`config.mk`:
```
export PLATFORM = sky130hd
export DESIGN_NAME = utf8_multibyte_decoder_top
export DESIGN_NICKNAME = d
export VERILOG_FILES = /design/src/hdl/utf8md_pkg.sv /design/src/hdl/utf8_multibyte_decoder_top.sv /design/src/hdl/utf8md_step.sv
export SDC_FILE = /design/constraint.sdc
export NUM_CORES = 1
export LEC_CHECK = 0
export ABC_AREA = 1
export BUFFER_PORTS_ARGS = -buffer_cell sky130_fd_sc_hd__buf_2
export CORE_ASPECT_RATIO = 0.7
export CORE_MARGIN = 10
export CORE_UTILIZATION = 54
export DETAILED_ROUTE_END_ITERATION = 8
export PLACE_DENSITY = 0.78
export RECOVER_POWER = 100
export SKIP_LAST_GASP = 1
export SYNTH_ARGS = -nofsm -noshare
export SYNTH_HDL_FRONTEND = slang
export SYNTH_SLANG_ARGS = --single-unit
```
`constraint.sdc`:
```
create_clock -name clock -period 2 [get_ports clock]
set_clock_uncertainty 0.05 [all_clocks]
set_input_delay 0.3 -clock clock [delete_from_list [all_inputs] [get_ports clock]]
set_output_delay 0.3 -clock clock [all_outputs]
set_load 0.1 [all_outputs]
```
`src/hdl/utf8md_pkg.sv`:
```
package utf8md_pkg;

   localparam int unsigned BYTE_W  = 8;
   localparam int unsigned CP_W    = 21;
   localparam int unsigned PHASE_W = 2;
   localparam int unsigned COUNT_W = 2;

   // Lead and continuation byte patterns.
   localparam logic [BYTE_W-1:0] LEAD2_MASK = 8'b1110_0000;
   localparam logic [BYTE_W-1:0] LEAD2_PAT  = 8'b1100_0000;
   localparam logic [BYTE_W-1:0] LEAD3_MASK = 8'b1111_0000;
   localparam logic [BYTE_W-1:0] LEAD3_PAT  = 8'b1110_0000;
   localparam logic [BYTE_W-1:0] LEAD4_MASK = 8'b1111_1000;
   localparam logic [BYTE_W-1:0] LEAD4_PAT  = 8'b1111_0000;
   localparam logic [BYTE_W-1:0] CONT_MASK  = 8'b1100_0000;
   localparam logic [BYTE_W-1:0] CONT_PAT   = 8'b1000_0000;

   localparam logic [PHASE_W-1:0] PHASE_IDLE = 2'd0;
   localparam logic [PHASE_W-1:0] PHASE_ONE  = 2'd1;
   localparam logic [PHASE_W-1:0] PHASE_TWO  = 2'd2;
   localparam logic [PHASE_W-1:0] PHASE_THREE = 2'd3;

   typedef enum logic [1:0] {
      KIND_MORE   = 2'd0,
      KIND_DONE   = 2'd1,
      KIND_REJECT = 2'd2
   } kind_type;

   typedef struct packed {
      logic [PHASE_W-1:0] phase;
      logic [CP_W-1:0]    partial;
   } state_type;

   typedef struct packed {
      kind_type           kind;
      logic [CP_W-1:0]    code_point;
      logic [COUNT_W-1:0] byte_count;
   } result_type;

endpackage

```
`src/hdl/utf8_multibyte_decoder_top.sv`:
```
// An accepted byte is held in the input register, and its result moves on into
// the result register once that register is free to take it.
// Throughput: one byte per cycle, sustained, while the result side keeps up. A
// held result stalls the input side once both registers are full.
// Reset: synchronous and active high; it empties both registers and returns
// the decoder to idle, expecting a lead byte, with no code point gathered.
module utf8_multibyte_decoder_top (
   input  logic                              clock,
   input  logic                              reset,
   input  logic                              req_valid,
   output logic                              req_ready,
   input  logic [utf8md_pkg::BYTE_W-1:0]     req_in_byte,
   output logic                              rsp_valid,
   input  logic                              rsp_ready,
   output utf8md_pkg::kind_type              rsp_result_kind,
   output logic [utf8md_pkg::CP_W-1:0]       rsp_code_point,
   output logic [utf8md_pkg::COUNT_W-1:0]    rsp_byte_count
);
   import utf8md_pkg::*;

   // Input register: holds one accepted byte until the decode step consumes it.
   logic              in_valid_ff;
   logic [BYTE_W-1:0] in_byte_ff;

   // Decoder state: the number of continuation bytes still expected and the
   // code point bits gathered so far. It advances only when a byte moves from
   // the input register into the result register, so that each byte is seen
   // exactly once however the two sides stall.
   state_type state_ff;
   state_type state_in;

   // Result register.
   logic       out_valid_ff;
   result_type out_ff;
   result_type out_in;

   logic advance;
   logic out_free;

   utf8md_step u_step (
      .state_cur (state_ff),
      .in_byte   (in_byte_ff),
      .state_nxt (state_in),
      .result    (out_in)
   );

   // The result register can take a new result when it is empty or when its
   // current result is being transferred in this cycle.
   assign out_free  = !out_valid_ff || rsp_ready;
   assign advance   = in_valid_ff && out_free;
   // A new byte is taken whenever the input register is empty or is being
   // drained, so back-to-back transfers run at one per cycle while the result side keeps up.
   assign req_ready = !in_valid_ff || advance;

   always_ff @(posedge clock) begin
      if (reset) begin
         in_valid_ff  <= 1'b0;
         out_valid_ff <= 1'b0;
         state_ff     <= '0;
      end else begin
         if (req_ready) begin
            in_valid_ff <= req_valid;
         end
         if (out_free) begin
            out_valid_ff <= in_valid_ff;
         end
         if (advance) begin
            state_ff <= state_in;
         end
      end
   end

   // Payload registers carry no reset.
   always_ff @(posedge clock) begin
      if (req_ready && req_valid) begin
         in_byte_ff <= req_in_byte;
      end
      if (advance) begin
         out_ff <= out_in;
      end
   end

   assign rsp_valid       = out_valid_ff;
   assign rsp_result_kind = out_ff.kind;
   assign rsp_code_point  = out_ff.code_point;
   assign rsp_byte_count  = out_ff.byte_count;

endmodule

```
`src/hdl/utf8md_step.sv`:
```
module utf8md_step (
   input  utf8md_pkg::state_type         state_cur,
   input  logic [utf8md_pkg::BYTE_W-1:0] in_byte,
   output utf8md_pkg::state_type         state_nxt,
   output utf8md_pkg::result_type        result
);
   import utf8md_pkg::*;

   logic [CP_W-1:0]    shifted;
   logic [COUNT_W-1:0] count;

   // Append the six payload bits of a continuation byte.
   assign shifted = {state_cur.partial[CP_W-7:0], in_byte[5:0]};

   always_comb begin
      priority if (|shifted[20:16]) begin
         count = 2'd3;
      end else if (|shifted[15:8]) begin
         count = 2'd2;
      end else if (|shifted[7:0]) begin
         count = 2'd1;
      end else begin
         count = 2'd0;
      end
   end

   always_comb begin
      state_nxt         = '0;
      result.kind       = KIND_MORE;
      result.code_point = '0;
      result.byte_count = '0;
      if (state_cur.phase == PHASE_IDLE) begin
         priority if ((in_byte & LEAD2_MASK) == LEAD2_PAT) begin
            state_nxt.phase   = PHASE_ONE;
            state_nxt.partial = CP_W'(in_byte[4:0]);
         end else if ((in_byte & LEAD3_MASK) == LEAD3_PAT) begin
            state_nxt.phase   = PHASE_TWO;
            state_nxt.partial = CP_W'(in_byte[3:0]);
         end else if ((in_byte & LEAD4_MASK) == LEAD4_PAT) begin
            state_nxt.phase   = PHASE_THREE;
            state_nxt.partial = CP_W'(in_byte[2:0]);
         end else begin
            result.kind = KIND_REJECT;
         end
      end else if ((in_byte & CONT_MASK) == CONT_PAT) begin
         if (state_cur.phase == PHASE_ONE) begin
            result.kind       = KIND_DONE;
            result.code_point = shifted;
            result.byte_count = count;
         end else begin
            state_nxt.phase   = state_cur.phase - PHASE_ONE;
            state_nxt.partial = shifted;
         end
      end else begin
         result.kind = KIND_REJECT;
      end
   end

endmodule

```
==> metrics.txt <==
# TYPE chip_impl_metric gauge
chip_impl_metric{name="die-area",unit="um2"} 6670
chip_impl_metric{name="routed-via-count",unit=""} 1435
chip_impl_info{name="startpoint_type",value="flip-flop"} 1
chip_impl_metric{name="grt_pass1_wl",unit="um"} 6570
chip_impl_metric{name="hold_violations",unit=""} 0
chip_impl_metric{name="finalNetCount",unit=""} 252
chip_impl_metric{name="effective_utilization_at_floorplan",unit="%"} 57.0
chip_impl_metric{name="period_minus_slack",unit="ps"} 1790
chip_impl_info{name="yosysMostFrequentCell",value="sky130_fd_sc_hd__edfxtp_1"} 1
chip_impl_metric{name="fin_ws",unit="ps"} 209
chip_impl_metric{name="final.setup.tns",unit="ps"} 0
chip_impl_metric{name="detail_route.wirelength",unit="um"} 3890
chip_impl_metric{name="route.detailed.drc",unit=""} 0
chip_impl_metric{name="multiInputGateArea",unit="um2"} 523
chip_impl_info{name="critPathKind",value="flip-flop to flip-flop"} 1
chip_impl_metric{name="ff_latch_area",unit="um2"} 1370
chip_impl_info{name="dominantRegCellSynth",value="sky130_fd_sc_hd__edfxtp_1"} 1
chip_impl_info{name="worstPathCellList",value="inv_1, ha_1, inv_1, nand3_4, nor2_1, inv_1, nor2_1"} 1
chip_impl_metric{name="layout-area-overhead-vs-synth",unit="%"} 17.3
chip_impl_metric{name="finalSetupViolCount",unit=""} 0
chip_impl_metric{name="placed_area",unit="um2"} 2300
chip_impl_metric{name="synth_cell_type_count",unit=""} 23
chip_impl_metric{name="final.hold.worst_slack",unit="ps"} 116
chip_impl_metric{name="floorplan.core_area",unit="um2"} 3580
chip_impl_metric{name="cts_max_path_buffers",unit=""} 2
chip_impl_metric{name="netlist_area",unit="um2"} 2040
chip_impl_metric{name="floorplan.rows",unit=""} 18
chip_impl_metric{name="remaining_global_route_overflow",unit=""} 0
chip_impl_metric{name="globalRouteTotalUtil",unit="%"} 12.5
chip_impl_metric{name="synth_enable_flop_cells",unit=""} 33
chip_impl_metric{name="detailedRoute.firstIterationViolations",unit=""} 85
chip_impl_metric{name="chipWidth",unit="um"} 93.5
chip_impl_metric{name="floorplan.die.height",unit="um"} 71.4
chip_impl_metric{name="antenna_violations_before_repair",unit=""} 0
chip_impl_metric{name="cts-resized-gates",unit=""} 0
chip_impl_metric{name="globalplace.congestion",unit=""} 0.898
chip_impl_metric{name="detailedRoute.firstPassIterationCount",unit=""} 4
chip_impl_info{name="outcome",value="finished, final reports clean"} 1
chip_impl_metric{name="stdcell_count",unit=""} 289
chip_impl_info{name="worstHoldPathType",value="input pin to flip-flop"} 1
chip_impl_metric{name="numClockSinks",unit=""} 52
chip_impl_metric{name="design_area",unit="um2"} 2390
chip_impl_metric{name="leakagePower",unit="nW"} 0.931
chip_impl_metric{name="worstSkewPairLatency",unit="ps"} 310
chip_impl_metric{name="number_of_global_route_vias_before_repair",unit=""} 1393
chip_impl_metric{name="grt_start_max_net_pins",unit=""} 24
chip_impl_info{name="yosys.area.top_type",value="sky130_fd_sc_hd__edfxtp_1"} 1
chip_impl_metric{name="htree_num_levels",unit=""} 2
chip_impl_metric{name="synth_top_area_share",unit="%"} 48.6
chip_impl_info{name="cts_tree",value="done"} 1
chip_impl_info{name="timing.critical_path.mode_cell",value="sky130_fd_sc_hd__inv_1"} 1
chip_impl_metric{name="num-fill-cells",unit=""} 286
chip_impl_metric{name="max_cap_viol_count",unit=""} 0
chip_impl_metric{name="fmaxAchievable",unit="GHz"} 0.558
chip_impl_metric{name="place.detailed.hpwl",unit="um"} 2860
chip_impl_metric{name="final_worst_path_cycle_share",unit="%"} 89.6
chip_impl_metric{name="ir_drop",unit="mV"} 0.621
chip_impl_metric{name="place.port_buffers",unit=""} 38
chip_impl_metric{name="worst_slew_margin_rel",unit="%"} 50.7
chip_impl_info{name="rsz_0062_raised_after_global_routing",value="no"} 1
chip_impl_metric{name="syn-instance-count",unit=""} 195
chip_impl_metric{name="post-cts-setup-buffers",unit=""} 0
chip_impl_metric{name="cp.required",unit="ps"} 1990
chip_impl_info{name="slowest_stage",value="sky130_fd_sc_hd__inv_1"} 1
chip_impl_info{name="critical_path.endpoint_type",value="flip-flop"} 1
chip_impl_metric{name="routedWlPerCell",unit="um"} 13.5
chip_impl_info{name="synth.top_cells.by_area",value="sky130_fd_sc_hd__edfxtp_1 (49%), sky130_fd_sc_hd__dfxtp_1 (19%), sky130_fd_sc_hd__inv_1 (5.7%), sky130_fd_sc_hd__nand2_1 (5.7%), sky130_fd_sc_hd__nor2_1 (5.3%)"} 1
chip_impl_info{name="synthTopCellsByCount",value="sky130_fd_sc_hd__edfxtp_1 (33), sky130_fd_sc_hd__inv_1 (31), sky130_fd_sc_hd__nand2_1 (31)"} 1
chip_impl_metric{name="layout-drive-gt1-share",unit="%"} 22.2
chip_impl_metric{name="io_pins",unit=""} 39
chip_impl_metric{name="asyncSetResetFlopFracSynth",unit="%"} 0
chip_impl_metric{name="total_nets_after_synthesis",unit=""} 209
chip_impl_info{name="clk_root_buffer_cell",value="sky130_fd_sc_hd__clkbuf_8"} 1
chip_impl_metric{name="detail_route.vias_per_cell",unit=""} 4.97
chip_impl_metric{name="synth.yosys.warnings",unit=""} 0
chip_impl_metric{name="antenna_left",unit=""} 0
chip_impl_metric{name="crit_arrival",unit="ps"} 1780
chip_impl_metric{name="drv_slew",unit=""} 0
chip_impl_metric{name="power.density",unit="nW/um2"} 925
chip_impl_metric{name="max_stage_delay",unit="ps"} 480
chip_impl_metric{name="worstMarginPinSlew",unit="ps"} 739
chip_impl_metric{name="clk_pin_slew_worst_paths",unit="ps"} 90
chip_impl_metric{name="critPathMaxFanout",unit=""} 23
chip_impl_metric{name="cts_made_buffers",unit=""} 5
chip_impl_metric{name="average_instance_area_after_synthesis",unit="um2"} 10.5
chip_impl_metric{name="postSynthRegisterBits",unit=""} 52
chip_impl_metric{name="cts_hold_buffers",unit=""} 0
chip_impl_metric{name="placement.setup.worst_slack",unit="ps"} 232
chip_impl_metric{name="diodes",unit=""} 0
chip_impl_metric{name="ys_seq_area_share",unit="%"} 67.2
chip_impl_metric{name="dp.cells",unit=""} 281
[final cells by class]
type	instances	share of cell area [%]
Clock buffer	5	2.88
Inverter	32	5.02
Sequential cell	52	57.3
Clock inverter	3	1.78
Timing Repair Buffer	41	8.53
Tap cell	50	2.62
Multi-Input combinational cell	106	21.9
[where the power goes]
part           internal (W)  total [W]  switching, W  leakage, nW
clock              0.000370   0.000700      0.000330       0.0541
combinational     0.0000488   0.000307      0.000258        0.413
sequential          0.00118    0.00121     0.0000228        0.464
[logic make-up (layout without fill, tap and decap cells)]
group	Yosys count	in the layout	synth area share [%]
AOI/OAI and AO/OA	30	30	7.55
adders and majority gates	2	2	1.23
buffers and inverters	37	81	7.48
DFF	52	52	67.2
and+or+nand+nor	74	74	16.5
[critical path, delay by kind of cell (launching register included)]
family / cells / cell delay, ps
buffers and inverters: 3 / 660
AND/OR/NAND/NOR: 3 / 290
adder cells (fa/ha/maj): 1 / 210
flip-flops: 1 / 320
[sequential cells by signal, summed over array words and instances, names as in the netlist]
signal	count
in_byte_ff	8
rsp_code_point	21
rsp_result_kind	2
state_ff	17
in_valid_ff	1
rsp_byte_count	2
rsp_valid	1
[through the flow]
stage / total power [W] / utilization, %
floorplan: 0.00148 / -
global placement: 0.00154 / 64.1
detailed placement: 0.00154 / 64.1
CTS: 0.00223 / 67.2
global route: 0.00230 / 66.8
finish: 0.00221 / 66.8
[metal layers]
| metal | track usage, % | routed length (um) | vias to the layer above |
|---|---|---|---|
| li1 | - | - | 720 |
| met1 | 17.1 | 1910 | 641 |
| met2 | 15.2 | 1470 | 66 |
| met3 | 7.80 | 440 | 8 |
| met4 | 4.95 | 74 | 0 |
| met5 | 0 | 0 | - |
[layout by cell type, fill, tap and decap left out, drive strengths merged]
| cell type | instances |
|---|---|
| dfxtp | 19 |
| o211ai | 1 |
| bufinv | 1 |
| nand2 | 32 |
| a31oi | 1 |
| inv | 32 |
| edfxtp | 33 |
| clkinv | 1 |
| clkbuf | 35 |
| nand4 | 5 |
| and3b | 1 |
| ha | 2 |
| nor2 | 29 |
| nand3 | 4 |
| o21ai | 8 |
| a21oi | 20 |
| buf | 11 |
| clkinvlp | 1 |
| nor3 | 3 |
[final timing paths]
check,from,to,slack (ps),cells after the start
hold reg to reg,state_ff[13]$_SDFFE_PP0P_,state_ff[13]$_SDFFE_PP0P_,420,2
hold / removal,req_in_byte[0],in_byte_ff[0]$_DFFE_PP_,120,1
setup reg to reg,state_ff[22]$_SDFFE_PP0P_,rsp_code_point[0]$_SDFFCE_PP0P_,210,7
setup / recovery,state_ff[22]$_SDFFE_PP0P_,rsp_code_point[0]$_SDFFCE_PP0P_,210,7
Power figures use the tool's default switching activity.
